<file path="config.mk">
export PLATFORM = sky130hd
export DESIGN_NAME = cascaded_biquad_equalizer_top
export DESIGN_NICKNAME = d
export VERILOG_FILES = /design/src/rtl/cbq_pkg.sv /design/src/rtl/cbq_core.sv /design/src/rtl/cascaded_biquad_equalizer_top.sv
export VERILOG_INCLUDE_DIRS = /design/src /design/src/rtl
export SDC_FILE = /design/constraint.sdc
export NUM_CORES = 2
export LEC_CHECK = 0
export BUFFER_PORTS_ARGS = -buffer_cell sky130_fd_sc_hd__buf_4
export CORE_MARGIN = 3
export CORE_UTILIZATION = 25
export DETAILED_ROUTE_END_ITERATION = 16
export GPL_TIMING_DRIVEN = 0
export PLACE_DENSITY = 0.43
export SYNTH_ARGS = -nofsm -noshare
export SYNTH_HDL_FRONTEND = slang
export SYNTH_SLANG_ARGS = --single-unit
export TNS_END_PERCENT = 10
</file>
<file path="constraint.sdc">
create_clock -name i_clk -period 9.2 [get_ports i_clk]
set_input_delay 0.92 -clock i_clk [delete_from_list [all_inputs] [get_ports i_clk]]
set_output_delay 0.92 -clock i_clk [all_outputs]
set_load 0.05 [all_outputs]
</file>
<file path="src/rtl/cascaded_biquad_equalizer_top_macros.svh">
// assertion macros shared by the cascaded biquad equalizer rtl
// no dependencies; included by modules that carry assertions
`ifndef CASCADED_BIQUAD_EQUALIZER_TOP_MACROS_SVH
`define CASCADED_BIQUAD_EQUALIZER_TOP_MACROS_SVH

// same-cycle implication under reset
`define CBQ_ASSERT_IMP(lbl, clk, rst_n, ante, cons, msg) \
    lbl: assert property (@(posedge clk) disable iff (!rst_n) (ante) |-> (cons)) \
        else $error(msg);

// next-cycle implication under reset
`define CBQ_ASSERT_NXT(lbl, clk, rst_n, ante, cons, msg) \
    lbl: assert property (@(posedge clk) disable iff (!rst_n) (ante) |=> (cons)) \
        else $error(msg);

`endif

</file>
<file path="src/rtl/cbq_pkg.sv">
// types, constants and helper functions for the cascaded biquad equalizer
// no dependencies; imported by cbq_core and the top level
package cbq_pkg;

    localparam int MAX_SECTIONS = 8;
    localparam int NUM_SLOTS    = 7;
    localparam int SEC_W        = (MAX_SECTIONS > 1) ? $clog2(MAX_SECTIONS) : 1;
    localparam int SEC_CNT_W    = $clog2(MAX_SECTIONS + 1);
    localparam int COEF_DEPTH   = MAX_SECTIONS * NUM_SLOTS;
    localparam int COEF_AW      = $clog2(COEF_DEPTH);

    // coefficient slots within a section
    localparam logic [2:0] SLOT_FB  = 3'd0;
    localparam logic [2:0] SLOT_A1  = 3'd1;
    localparam logic [2:0] SLOT_A2  = 3'd2;
    localparam logic [2:0] SLOT_NSH = 3'd3;
    localparam logic [2:0] SLOT_B0  = 3'd4;
    localparam logic [2:0] SLOT_B1  = 3'd5;
    localparam logic [2:0] SLOT_B2  = 3'd6;

    // configuration register indexes
    typedef logic [1:0] t_cfg_index;
    typedef logic [6:0] t_cfg_data;
    localparam t_cfg_index CFG_SECTION_COUNT = 2'd0;
    localparam t_cfg_index CFG_INPUT_SHIFT   = 2'd1;

    localparam logic signed [15:0] SHIFT_HI16 = 16'sd63;
    localparam logic signed [15:0] SHIFT_LO16 = -16'sd63;
    localparam logic signed [6:0]  SHIFT_HI   = 7'sd63;
    localparam logic signed [6:0]  SHIFT_LO   = -7'sd63;
    localparam logic signed [6:0]  SHIFT_BAD  = -7'sd64;

    typedef struct packed {
        logic              mode;
        logic [2:0]        section_index;
        logic [2:0]        slot_index;
        logic signed [15:0] coef_value;
        logic signed [15:0] sample;
        logic              frame_end;
    } t_in_word;

    typedef struct packed {
        logic signed [15:0] out_sample;
        logic              out_frame_end;
    } t_out_word;

    // microcode fields
    typedef enum logic [2:0] {
        ACC_HOLD,
        ACC_SHIFT_MAIN,
        ACC_SHIFT_FB,
        ACC_ADD_FB,
        ACC_NEXT
    } t_acc_op;

    typedef enum logic [1:0] {
        MUL_D0,
        MUL_D1,
        MUL_YT
    } t_mul_sel;

    typedef enum logic [1:0] {
        SUM_HOLD,
        SUM_LOAD,
        SUM_ADD
    } t_sum_op;

    typedef enum logic [1:0] {
        SHF_HOLD,
        SHF_NEXT,
        SHF_FB,
        SHF_COMMIT
    } t_shf_op;

    typedef enum logic [1:0] {
        SEQ_NEXT,
        SEQ_LOOP,
        SEQ_DONE
    } t_seq_op;

    typedef struct packed {
        logic [2:0] slot;
        logic       ld_delay;
        t_acc_op    acc_op;
        t_mul_sel   mul_sel;
        t_sum_op    sum_op;
        t_shf_op    shf_op;
        logic       wr_delay;
        t_seq_op    seq_op;
    } t_uword;

    localparam t_uword UW_NOP = '{
        slot: SLOT_FB, ld_delay: 1'b0, acc_op: ACC_HOLD, mul_sel: MUL_D0,
        sum_op: SUM_HOLD, shf_op: SHF_HOLD, wr_delay: 1'b0, seq_op: SEQ_NEXT
    };

    // top to core
    typedef struct packed {
        logic                  start;
        logic                  coef_we;
        logic [COEF_AW-1:0]    coef_addr;
        logic signed [15:0]    coef_data;
        logic signed [15:0]    sample;
        logic [SEC_CNT_W-1:0]  sec_count;
        logic signed [6:0]     in_shift;
        logic                  out_free;
    } t_core_req;

    // core to top
    typedef struct packed {
        logic               busy;
        logic               done;
        logic signed [15:0] result;
    } t_core_stat;

    function automatic logic [COEF_AW-1:0] coef_addr(input int unsigned sec,
                                                      input int unsigned slot);
        return COEF_AW'(sec * NUM_SLOTS + slot);
    endfunction

    function automatic logic signed [6:0] clamp_coef_shift(input logic signed [15:0] v);
        if (v > SHIFT_HI16) begin
            return SHIFT_HI;
        end else if (v < SHIFT_LO16) begin
            return SHIFT_LO;
        end
        return 7'(v);
    endfunction

    function automatic logic signed [6:0] clamp_in_shift(input logic signed [6:0] v);
        if (v == SHIFT_BAD) begin
            return SHIFT_LO;
        end
        return v;
    endfunction

    // positive shifts left, negative shifts arithmetic right
    function automatic logic [63:0] shift64(input logic [63:0] v, input logic signed [6:0] s);
        logic [5:0] amt;
        amt = s[6] ? 6'(-s) : 6'(s);
        if (s[6]) begin
            return 64'($signed(v) >>> amt);
        end
        return v << amt;
    endfunction

endpackage

</file>
<file path="src/rtl/cbq_core.sv">
// microcoded datapath of the cascaded biquad equalizer: coefficient memory,
// delay registers, one 16x32 multiplier, 64-bit accumulator and shifter
// depends on cbq_pkg and cascaded_biquad_equalizer_top_macros.svh
`include "cascaded_biquad_equalizer_top_macros.svh"

module cbq_core (
    input  logic                 i_clk,
    input  logic                 i_rst_n,
    input  cbq_pkg::t_core_req   i_req,
    output cbq_pkg::t_core_stat  o_stat
);
    import cbq_pkg::*;

    // microcode addresses
    localparam logic [3:0] ST_LD  = 4'd0;
    localparam logic [3:0] ST_C3  = 4'd1;
    localparam logic [3:0] ST_MA1 = 4'd2;
    localparam logic [3:0] ST_MA2 = 4'd3;
    localparam logic [3:0] ST_FB  = 4'd4;
    localparam logic [3:0] ST_ADD = 4'd5;
    localparam logic [3:0] ST_SHF = 4'd6;
    localparam logic [3:0] ST_YT  = 4'd7;
    localparam logic [3:0] ST_NXT = 4'd8;
    localparam logic [3:0] ST_FIN = 4'd9;
    localparam logic [3:0] ST_OUT = 4'd10;

    localparam logic signed [15:0] SAT_POS = 16'sh7FFF;
    localparam logic signed [15:0] SAT_NEG = -16'sh8000;

    function automatic t_uword ucode(input logic [3:0] step);
        t_uword w;
        w = UW_NOP;
        case (step)
            ST_LD: begin
                w.slot     = SLOT_NSH;
                w.ld_delay = 1'b1;
                w.acc_op   = ACC_SHIFT_MAIN;
            end
            ST_C3: begin
                w.slot   = SLOT_A1;
                w.shf_op = SHF_NEXT;
            end
            ST_MA1: begin
                w.slot    = SLOT_A2;
                w.mul_sel = MUL_D0;
            end
            ST_MA2: begin
                w.slot    = SLOT_FB;
                w.mul_sel = MUL_D1;
                w.sum_op  = SUM_LOAD;
            end
            ST_FB: begin
                w.slot   = SLOT_B0;
                w.sum_op = SUM_ADD;
                w.shf_op = SHF_FB;
            end
            ST_ADD: begin
                w.slot    = SLOT_B1;
                w.acc_op  = ACC_ADD_FB;
                w.mul_sel = MUL_D0;
            end
            ST_SHF: begin
                w.slot    = SLOT_B2;
                w.acc_op  = ACC_SHIFT_FB;
                w.mul_sel = MUL_D1;
                w.sum_op  = SUM_LOAD;
            end
            ST_YT: begin
                w.mul_sel  = MUL_YT;
                w.sum_op   = SUM_ADD;
                w.wr_delay = 1'b1;
            end
            ST_NXT: begin
                w.acc_op = ACC_NEXT;
                w.shf_op = SHF_COMMIT;
                w.seq_op = SEQ_LOOP;
            end
            ST_FIN: begin
                w.acc_op = ACC_SHIFT_MAIN;
            end
            ST_OUT: begin
                w.seq_op = SEQ_DONE;
            end
            default: begin
                w.seq_op = SEQ_DONE;
            end
        endcase
        return w;
    endfunction

    logic signed [15:0] r_coef_mem [COEF_DEPTH];
    logic signed [15:0] r_coef;
    logic signed [31:0] r_d0_mem [MAX_SECTIONS];
    logic signed [31:0] r_d1_mem [MAX_SECTIONS];

    logic                 r_busy,  n_busy;
    logic [3:0]           r_step,  n_step;
    logic [SEC_W-1:0]     r_sec,   n_sec;
    logic [SEC_CNT_W-1:0] r_nsec,  n_nsec;
    logic signed [6:0]    r_shift, n_shift;
    logic signed [6:0]    r_nshift, n_nshift;
    logic signed [6:0]    r_fb,    n_fb;
    logic [63:0]          r_acc,   n_acc;
    logic signed [31:0]   r_d0,    r_d1;
    logic signed [47:0]   r_prod;
    logic signed [48:0]   r_sum,   n_sum;

    t_uword              uw;
    logic [COEF_AW-1:0]  rd_addr;
    logic signed [31:0]  mul_b;
    logic signed [63:0]  sum_x, prod_x;
    logic [63:0]         sum_sr, prod_sr, shifted;
    logic signed [6:0]   shift_amt;
    logic                last_sec;
    logic                sat_ovf;
    logic                done;
    logic signed [15:0]  result;

    assign uw      = ucode(r_step);
    assign rd_addr = coef_addr(32'(r_sec), 32'(uw.slot));

    always_comb begin
        case (uw.mul_sel)
            MUL_D0:  mul_b = r_d0;
            MUL_D1:  mul_b = r_d1;
            MUL_YT:  mul_b = $signed(r_acc[31:0]);
            default: mul_b = r_d0;
        endcase
    end

    assign sum_x     = {{15{r_sum[48]}}, r_sum};
    assign prod_x    = {{16{r_prod[47]}}, r_prod};
    assign sum_sr    = 64'(sum_x >>> 15);
    assign prod_sr   = 64'(prod_x >>> 15);
    assign shift_amt = (uw.acc_op == ACC_SHIFT_FB) ? r_fb : r_shift;
    assign shifted   = shift64(r_acc, shift_amt);
    assign last_sec  = (32'(r_sec) + 1 >= 32'(r_nsec));

    // saturate to 32 bits and keep the upper half
    assign sat_ovf = !((&r_acc[63:31]) || !(|r_acc[63:31]));
    assign result  = sat_ovf ? (r_acc[63] ? SAT_NEG : SAT_POS) : $signed(r_acc[31:16]);
    assign done    = r_busy && (uw.seq_op == SEQ_DONE) && i_req.out_free;

    always_comb begin
        n_busy   = r_busy;
        n_step   = r_step;
        n_sec    = r_sec;
        n_nsec   = r_nsec;
        n_shift  = r_shift;
        n_nshift = r_nshift;
        n_fb     = r_fb;
        n_acc    = r_acc;
        n_sum    = r_sum;
        if (!r_busy) begin
            if (i_req.start) begin
                n_busy  = 1'b1;
                n_step  = ST_LD;
                n_sec   = '0;
                n_nsec  = i_req.sec_count;
                n_shift = i_req.in_shift;
                n_acc   = {{32{i_req.sample[15]}}, i_req.sample, 16'h0000};
            end
        end else begin
            case (uw.acc_op)
                ACC_SHIFT_MAIN, ACC_SHIFT_FB: n_acc = shifted;
                ACC_ADD_FB:                   n_acc = r_acc + sum_sr;
                ACC_NEXT:                     n_acc = sum_sr + prod_sr;
                default:                      n_acc = r_acc;
            endcase
            case (uw.sum_op)
                SUM_LOAD: n_sum = {r_prod[47], r_prod};
                SUM_ADD:  n_sum = r_sum + {r_prod[47], r_prod};
                default:  n_sum = r_sum;
            endcase
            case (uw.shf_op)
                SHF_NEXT:   n_nshift = clamp_coef_shift(r_coef);
                SHF_FB:     n_fb     = clamp_coef_shift(r_coef);
                SHF_COMMIT: n_shift  = r_nshift;
                default:    n_shift  = r_shift;
            endcase
            case (uw.seq_op)
                SEQ_NEXT: n_step = r_step + 4'd1;
                SEQ_LOOP: begin
                    if (last_sec) begin
                        n_step = ST_FIN;
                    end else begin
                        n_step = ST_LD;
                        n_sec  = r_sec + SEC_W'(1);
                    end
                end
                SEQ_DONE: begin
                    if (i_req.out_free) begin
                        n_busy = 1'b0;
                    end
                end
                default: n_step = r_step;
            endcase
        end
    end

    always_ff @(posedge i_clk) begin
        if (!i_rst_n) begin
            r_busy <= 1'b0;
            r_step <= ST_LD;
            r_sec  <= '0;
            r_nsec <= SEC_CNT_W'(1);
            for (int i = 0; i < MAX_SECTIONS; i++) begin
                r_d0_mem[i] <= '0;
                r_d1_mem[i] <= '0;
            end
        end else begin
            r_busy <= n_busy;
            r_step <= n_step;
            r_sec  <= n_sec;
            r_nsec <= n_nsec;
            if (r_busy && uw.wr_delay) begin
                r_d0_mem[r_sec] <= r_d1;
                r_d1_mem[r_sec] <= $signed(r_acc[31:0]);
            end
        end
    end

    always_ff @(posedge i_clk) begin
        r_shift  <= n_shift;
        r_nshift <= n_nshift;
        r_fb     <= n_fb;
        r_acc    <= n_acc;
        r_sum    <= n_sum;
        r_prod   <= r_coef * mul_b;
        if (uw.ld_delay) begin
            r_d0 <= r_d0_mem[r_sec];
            r_d1 <= r_d1_mem[r_sec];
        end
    end

    // coefficient memory
    always_ff @(posedge i_clk) begin
        if (i_req.coef_we) begin
            r_coef_mem[i_req.coef_addr] <= i_req.coef_data;
        end
        r_coef <= r_coef_mem[rd_addr];
    end

    assign o_stat.busy   = r_busy;
    assign o_stat.done   = done;
    assign o_stat.result = result;

    `CBQ_ASSERT_IMP(a_start_idle, i_clk, i_rst_n, i_req.start, !r_busy, "start while busy")
    `CBQ_ASSERT_IMP(a_sec_range, i_clk, i_rst_n, r_busy, 32'(r_sec) < 32'(r_nsec),
        "section index beyond section count")
    `CBQ_ASSERT_IMP(a_done_step, i_clk, i_rst_n, done, r_step == ST_OUT,
        "result outside emit step")
    `CBQ_ASSERT_NXT(a_loop_back, i_clk, i_rst_n, r_busy && r_step == ST_NXT && !last_sec,
        r_step == ST_LD && r_busy, "section loop did not return")

endmodule

</file>
<file path="src/rtl/cascaded_biquad_equalizer_top.sv">
// top level of the cascaded biquad equalizer: handshakes, configuration
// registers and the output register around the microcoded core
// depends on cbq_pkg, cbq_core and cascaded_biquad_equalizer_top_macros.svh

// A sample word (mode 0) runs through section_count biquad sections on one
// microcoded datapath with a single 16x32 multiplier: the sequencer runs the
// steps of every section in use, then a final shift step and an emit step that
// loads the result into the output register, after which the next word can be
// taken. While the output register holds a stalled word, the sequencer waits in
// its last step and the input stall lasts that much longer. A coefficient word
// (mode 1) with an in-range slot index is written to the coefficient memory in
// its accept cycle and gives no result. The input stalls while a sample is in
// the sequencer; a finished result waits in the output register while the next
// word is taken. Coefficients must be written before a sample uses them; the
// section delays clear on reset. Configuration writes are always accepted; a
// sample uses the register values in force when it is accepted.
`include "cascaded_biquad_equalizer_top_macros.svh"

module cascaded_biquad_equalizer_top (
    input  logic                 i_clk,
    input  logic                 i_rst_n,
    input  logic                 i_in_valid,
    output logic                 o_in_stall,
    input  cbq_pkg::t_in_word    i_in_data,
    output logic                 o_out_valid,
    input  logic                 i_out_stall,
    output cbq_pkg::t_out_word   o_out_data,
    input  logic                 i_cfg_valid,
    output logic                 o_cfg_ready,
    input  cbq_pkg::t_cfg_index  i_cfg_index,
    input  cbq_pkg::t_cfg_data   i_cfg_data
);
    import cbq_pkg::*;

    logic [3:0]        r_section_count;
    logic signed [6:0] r_input_shift;
    logic              r_frame;
    logic              r_out_valid;
    t_out_word         r_out;

    t_core_req            req;
    t_core_stat           stat;
    logic                 in_acc;
    logic                 cfg_acc;
    logic [SEC_CNT_W-1:0] sec_count;

    assign in_acc      = i_in_valid && !o_in_stall;
    assign o_cfg_ready = 1'b1;
    assign cfg_acc     = i_cfg_valid && o_cfg_ready;
    assign o_in_stall  = stat.busy;

    always_comb begin
        if (r_section_count == '0) begin
            sec_count = SEC_CNT_W'(1);
        end else if (32'(r_section_count) > MAX_SECTIONS) begin
            sec_count = SEC_CNT_W'(MAX_SECTIONS);
        end else begin
            sec_count = SEC_CNT_W'(r_section_count);
        end
    end

    always_comb begin
        req.start     = in_acc && !i_in_data.mode;
        req.coef_we   = in_acc && i_in_data.mode
                        && (32'(i_in_data.slot_index) < NUM_SLOTS)
                        && (32'(i_in_data.section_index) < MAX_SECTIONS);
        req.coef_addr = coef_addr(32'(i_in_data.section_index), 32'(i_in_data.slot_index));
        req.coef_data = i_in_data.coef_value;
        req.sample    = i_in_data.sample;
        req.sec_count = sec_count;
        req.in_shift  = clamp_in_shift(r_input_shift);
        req.out_free  = !r_out_valid || !i_out_stall;
    end

    cbq_core u_core (
        .i_clk   (i_clk),
        .i_rst_n (i_rst_n),
        .i_req   (req),
        .o_stat  (stat)
    );

    always_ff @(posedge i_clk) begin
        if (!i_rst_n) begin
            r_section_count <= 4'd1;
            r_input_shift   <= '0;
            r_out_valid     <= 1'b0;
        end else begin
            if (cfg_acc) begin
                case (i_cfg_index)
                    CFG_SECTION_COUNT: r_section_count <= i_cfg_data[3:0];
                    CFG_INPUT_SHIFT:   r_input_shift   <= $signed(i_cfg_data);
                    default: ;
                endcase
            end
            if (stat.done) begin
                r_out_valid <= 1'b1;
            end else if (!i_out_stall) begin
                r_out_valid <= 1'b0;
            end
        end
    end

    always_ff @(posedge i_clk) begin
        if (req.start) begin
            r_frame <= i_in_data.frame_end;
        end
        if (stat.done) begin
            r_out.out_sample    <= stat.result;
            r_out.out_frame_end <= r_frame;
        end
    end

    assign o_out_valid = r_out_valid;
    assign o_out_data  = r_out;

    `CBQ_ASSERT_IMP(a_done_room, i_clk, i_rst_n, stat.done, !r_out_valid || !i_out_stall,
        "result overwrote a waiting word")
    `CBQ_ASSERT_NXT(a_done_valid, i_clk, i_rst_n, stat.done, r_out_valid,
        "result not presented")
    `CBQ_ASSERT_NXT(a_sample_busy, i_clk, i_rst_n, in_acc && !i_in_data.mode, stat.busy,
        "accepted sample did not start the sequencer")

endmodule

</file>
==> Yosys cells after proc, flatten, opt, wreduce, memory -nomap -nowiden <==
Memory sizes are Yosys's and may differ from the RTL's. A register that Yosys moved wholly into a read port is not among the register bits.
Cells that the tools add are included.
Widths: inputs -> output; s select.
{ "op_classes": {"add_sub_neg": 9, "n_mul": 3, "order_cmp": 5, "n_eq_ne": 30, "n_shift": 2, "n_mux": 64, "bitwise_logic": 1, "reduce_logical": 39} }
{ "op_table": {"columns": ["operator", "count"], "rows": [
  ["$mux 64", 4],
  ["$pmux 64 s3", 1],
  ["$pmux 49 s2", 1],
  ["$mux 7", 10],
  ["$add 64x64->64", 1],
  ["$mux 32", 2],
  ["$pmux 32 s2", 1],
  ["$reduce_or 32->1", 2],
  ["$shl 64x6->64", 1],
  ["$sshr 64x6->64", 1],
  ["$add 49x49->49", 1],
  ["$mul 16x32->48", 1],
  ["$add 34x33->35", 1],
  ["$reduce_and 33->1", 1],
  ["$reduce_or 33->1", 1],
  ["$ge 32x4->1", 1],
  ["$mux 16", 2],
  ["$mux 1", 24],
  ["$mux 4", 5],
  ["$mux 3", 6],
  ["$pmux 3 s6", 1],
  ["$reduce_and 2->1", 9],
  ["$eq 4x3->1 const B", 4],
  ["$gt 16x7->1 const B", 1],
  ["other kinds (37)", 71]
]} }
{ "totals": {"regBits": 224, "mem_bits_rw": 1408, "inputBits": 54, "word_cells": 172, "memories": 3} }
{ "memory_table": {"columns": ["name", "depth", "word_bits", "read_ports", "rd_ports_with_merged_regs", "write_ports", "line", "text"], "rows": [
  ["u_core.r_coef_mem", 56, 16, 1, 1, 1, "cbq_core.sv:91", "logic signed [15:0] r_coef_mem [COEF_DEPTH];"],
  ["u_core.r_d0_mem", 8, 32, 1, 1, 8, "cbq_core.sv:93", "logic signed [31:0] r_d0_mem [MAX_SECTIONS];"],
  ["u_core.r_d1_mem", 8, 32, 1, 1, 8, "cbq_core.sv:94", "logic signed [31:0] r_d1_mem [MAX_SECTIONS];"]
]} }

==> Depth between registers and ports, before layout <==
{ "logic_depth": {"depth_word": 12, "ltp_mapped": 34, "depth_no_buf": 33} }

==> Cells and area by module <==
Synthesis repeated with hierarchy kept, for this count alone.
{ "unflattened": {"hier_cells": 8305, "area_unflattened_um2": 102851.1} }
{ "by_module_without_submodules": {"columns": ["mod", "n_inst", "cells_each", "area_each_um2", "seq_area_each_um2"], "rows": [
  ["cbq_core", 1, 8202, 101472.3, 49747.7],
  ["cascaded_biquad_equalizer_top", 1, 103, 1378.8, 780.7]
]} }

==> Worst setup path before layout <==
Ideal clock, no wire load.
{ "synth_path": {"path_kind": "register -> register", "startpoint": "register u_core.r_step[0]", "endpoint": "register u_core.r_prod[46]", "t_arrival_ps": 8280, "t_required_ps": 9080, "slack_ps": 800, "stages_incl_launch_ff": 32, "path_buffers": 3, "synth_period_minus_slack_ps": 8400, "cell_sequence": "dfxtp_1 -> inv_1 -> ha_1 -> mux2i_1 -> or2_2 -> ha_1 -> clkbuf_1 -> clkbuf_1 -> nand2_1 -> o21ai_0 -> clkbuf_1 -> nand2_1 -> fa_1 -> fa_1 -> fa_1 -> inv_1 -> fa_1 -> fa_1 -> inv_1 -> fa_1 -> inv_1 -> ha_1 -> nand3_1 -> or4b_2 -> o211ai_1 -> a21oi_1 -> nor3_1 -> a221oi_1 -> o21ai_0 -> a32o_1 -> o21ai_0 -> xnor2_1"} }
{ "synth_via": {"elab_chain_len": 6, "elab_cells_between_ends": 9, "cone_classes": "mul: 1; eq/ne: 5; mux: 2; reduce/logical: 1"} }
{ "synth_rtl": {"columns": ["item", "line", "text"], "rows": [
  ["from (decl)", "cbq_core.sv:97", "logic [3:0] r_step, n_step;"],
  ["from (signal assigned)", "cbq_core.sv:213", "r_step <= n_step;"],
  ["$eq 4x2->1 or $eq 4x3->1 (tied branches)", "cbq_core.sv:33", "case (step)"],
  ["$reduce_or 2->1 (no source line)", null, null],
  ["$pmux 2 s2 (*)", "cbq_core.sv:33", null],
  ["$eq 2x2->1 or $eq 2x1->1 (tied branches)", "cbq_core.sv:123", "case (uw.mul_sel)"],
  ["$pmux 32 s2 (*)", "cbq_core.sv:123", null],
  ["$mul 16x32->48 (*)", "cbq_core.sv:229", "r_prod <= r_coef * mul_b;"],
  ["to (signal assigned)", "cbq_core.sv:229", null],
  ["to (decl)", "cbq_core.sv:105", "logic signed [47:0] r_prod;"]
]} }
Mark *: on every way between the ends. The rest lies on a longest branch, timed or not.
A chain may end at the register's enable or synchronous reset.

==> Worst setup path in the final report <==
{ "layout_path": {"startpoint": "register u_core.r_step[0]", "endpoint": "register u_core.r_prod[47]"} }
Same word-level chain as after synthesis.

==> metrics <==
most frequent CP cell=fa_1; routed wire length=between 400000 and 500000 µm; Filler Cells Inserted=about 42000; fmax=111 MHz; Initial Util=between 20 and 30%; worst setup path start=u_core.r_step[0]$_SDFFE_PN0P_; Crit. End Element=register; RSZ-0062 raised after global routing=true; Core Footprint=approximately 0.41 mm²; GRT Overall Usage=approximately 20%; Mapped Cells=8172; maximum VDD drop=around 0.0011 V; fin util=~29%; Non-Filler Instances=14100; antenna-violating nets left=0; R2R Path Start=u_core.r_step[0]$_SDFFE_PN0P_; DRC=0; WS Path Type=reg -> reg; global-route wire length before repair=589000 µm; Root Driver=clkbuf_16; DR iter-0 viols=about 7600; CP Data Required Time=approximately 9.9 ns; Setup WS pre-CTS=-2.28 ns; CTS tree=yes; Final Setup Violations=0; Worst path slowest cell=fa_1; final setup margin=between 0.2 and 0.25 ns; synthesized cell area=between 0.1 and 0.15 mm²; # H-tree levels=4; Crit Reg-Reg Endpoint=u_core.r_prod[47]$_DFF_P_; std cell rows=235; post-synthesis register bit count=1712; Worst-Margin Slew=1.53 ns; crit path to=u_core.r_prod[47]$_DFF_P_; Hold Path Class=in -> reg; Post-synth EDFFs=1624; fin crit period=8.98 ns; worst hold stages=1; largest net degree at the start of global routing=57; Overflow after GRT=0; Tcrit/Tclk final=between 90% and 100%; Longest Clk Path Bufs=4; critical path peak fanout=10; clk sinks=1712; commonest non-fill, non-tap cell in the layout=edfxtp_1; max cap viols=3; clk_lat worst skew=between 0.8 and 0.9 ns; Die Height=648 µm; WL/cell=roughly 30 µm; status=finished, violations left; DP Wirelength=about 320000 µm; register area share after synthesis=49.1%; Synth warnings=0; die width=between 600 and 700 µm; Worst slew margin=-2.32%; pins over their slew limit=19; gpl congestion=a little under 1; Pleak=around 0.046 µW; hold slack final=0.253 ns; Clock Skews=approximately 0.091 ns; Final nets=9347; Clk pin slew, worst setup/hold paths=around 0.070 ns; routed vias/inst=~5.1; share of cells above drive strength 1=between 10% and 20%; Async SR Flop Fraction=0%; startpoint types=register; Synth Flop Type=edfxtp_1; initial antenna violation count=27; Vias=about 70000; post-synth cell types=a little over 80; worst r2r path cells=33; failing checks=capacitance limit, slew limit; Final Cell Area=roughly 0.12 mm²; DRT Pass-1 Iters=7; commonest non-fill, non-tap cells in the layout=1624 x edfxtp_1, 769 x nand2_1, 648 x inv_1, 542 x and3_1, 495 x fa_1; Fin. Hold Viols=0; CP max stage delay=around 0.55 ns; number of global-route vias before repair=72800; syn nets=8984; Placed Area=0.112 mm²; Worst EP arrival=between 9 and 10 ns; Mean Syn Cell Area=~13 µm²; port bufs=just over 70; CTS Buf Count=189; area grow syn2layout=15.3%; placed cell count=around 14000; IO Pins=74; FF-to-FF setup slack=0.22 ns; Die Footprint=around 0.42 mm²; PD cells=between 200 and 300 mW/mm²
-- registers in the layout (all words and copies together) (netlist names), 7 cells and up --
name               cells
u_core.r_sum          49
u_core.r_nshift        7
u_core.r_d0           32
u_core.r_prod         48
u_core.r_d1_mem      256
u_core.r_d0_mem      256
u_core.r_fb            7
u_core.r_acc          64
r_input_shift          7
u_core.r_coef_mem    896
u_core.r_coef         16
u_core.r_d1           32
o_out_data            17
u_core.r_shift         7
-- metrics by stage --
step / total power [µW] / setup TNS, ns
floorplan: 19100 / 0
global placement: 25300 / -71.31
detailed placement: 25200 / -31.04
CTS: 33300 / 0
global route: 35300 / -0.456
finish: 33100 / 0
-- cells by family after synthesis --
| family | Yosys count | share of synthesized area [%] |
|---|---|---|
| AO/OA/AOI/OAI | 1120 | 6.97 |
| AND/OR/NAND/NOR | 2241 | 10.7 |
| buffers and inverters | 1217 | 4.53 |
| adder cells (fa/ha/maj) | 758 | 12.8 |
| multiplexers | 925 | 14.2 |
| XOR/XNOR | 198 | 1.68 |
| flip-flops | 1712 | 49.1 |
| other | 1 | 0.00364 |
-- worst max-delay path, delay by kind of cell (launching register included) --
family / cells / cell delay, ns
compound gates: 8 / 1.82
mux: 1 / 0.10
xor+xnor: 1 / 0.32
simple gates: 5 / 0.95
fa+ha+maj: 9 / 4.07
buf+inv: 9 / 1.22
flops: 1 / 0.36
-- layout make-up --
type                    count  area, µm²  area share [%]
diodes                     10       25.0          0.0211
plain buffers             551       2320            1.95
clock buffers             234       5000            4.22
clock inverters           109        932           0.785
inverters                 650       2440            2.06
multi-input cells        5243      48300            40.7
flip-flops and latches   1712      50500            42.6
well taps                5451       6820            5.75
repair buffers            188       2270            1.91
-- power by group --
group          internal (µW)  switching [µW]  total [µW]
logic                   6160           10100       16300
clock network           4230            3270        7500
registers               9000             341        9350
-- synth_stat cells, types with 7 or more instances --
cell	n	share of area [%]
edfxtp_1	1624	47
nand2_1	777	2.8
inv_1	649	2.4
and3_1	542	3.3
fa_1	497	9.7
clkbuf_1	451	1.6
mux4_2	411	9.0
nor2_1	369	1.3
mux2i_1	344	3.3
a21oi_1	304	1.5
ha_1	261	3.2
o21ai_0	230	1.1
and2_1	220	1.3
mux2_2	167	1.8
xnor2_1	125	1.1
a21o_1	111	0.81
dfxtp_1	88	1.7
nand3_1	73	0.35
xor2_1	73	0.62
buf_1	71	0.26
nor3_1	71	0.35
nor2b_1	53	0.32
a211oi_1	52	0.38
a31oi_1	48	0.29
nand4_1	48	0.29
a22oi_1	46	0.34
o22ai_1	42	0.26
o21bai_1	41	0.30
buf_2	34	0.17
o211ai_1	32	0.23
o21a_1	31	0.23
nand2b_1	22	0.13
a221oi_1	21	0.18
a21boi_0	20	0.15
nor4_1	20	0.12
o221ai_1	18	0.15
o31ai_1	17	0.12
a311oi_1	13	0.11
or2_2	11	0.067
or3_1	11	0.067
a211o_1	8	0.068
buf_4	7	0.051
o2111ai_1	7	0.060
-- routing by layer --
| metal | vias to the layer above | wire, µm | track usage (%) |
|---|---|---|---|
| met5 | - | 100 | 0 |
| met2 | 2778 | 191000 | 31.1 |
| met3 | 521 | 29000 | 3.12 |
| met4 | 14 | 14000 | 5.57 |
| met1 | 38000 | 191000 | 28.4 |
| li1 | 30600 | - | - |
-- worst min path at each step --
stage / start / to
finish: i_in_data[0] / r_frame$_DFFE_PP_
global route: i_in_data[0] / r_frame$_DFFE_PP_
CTS: i_in_data[0] / r_frame$_DFFE_PP_
detailed placement: r_frame$_DFFE_PP_ / o_out_data[0]$_DFFE_PP_
global placement: r_frame$_DFFE_PP_ / o_out_data[0]$_DFFE_PP_
floorplan: r_frame$_DFFE_PP_ / o_out_data[0]$_DFFE_PP_
-- repair_timing --
| item | in CTS | in global routing |
|---|---|---|
| hold buffers | 0 | 0 |
| endpoints found under the setup margin | 30 | 11 |
| pin swaps | 14 | 13 |
| buffers inserted | 17 | 1 |
| gates resized for setup | 103 | 46 |
No activity file was read; power rests on OpenSTA's default activity.
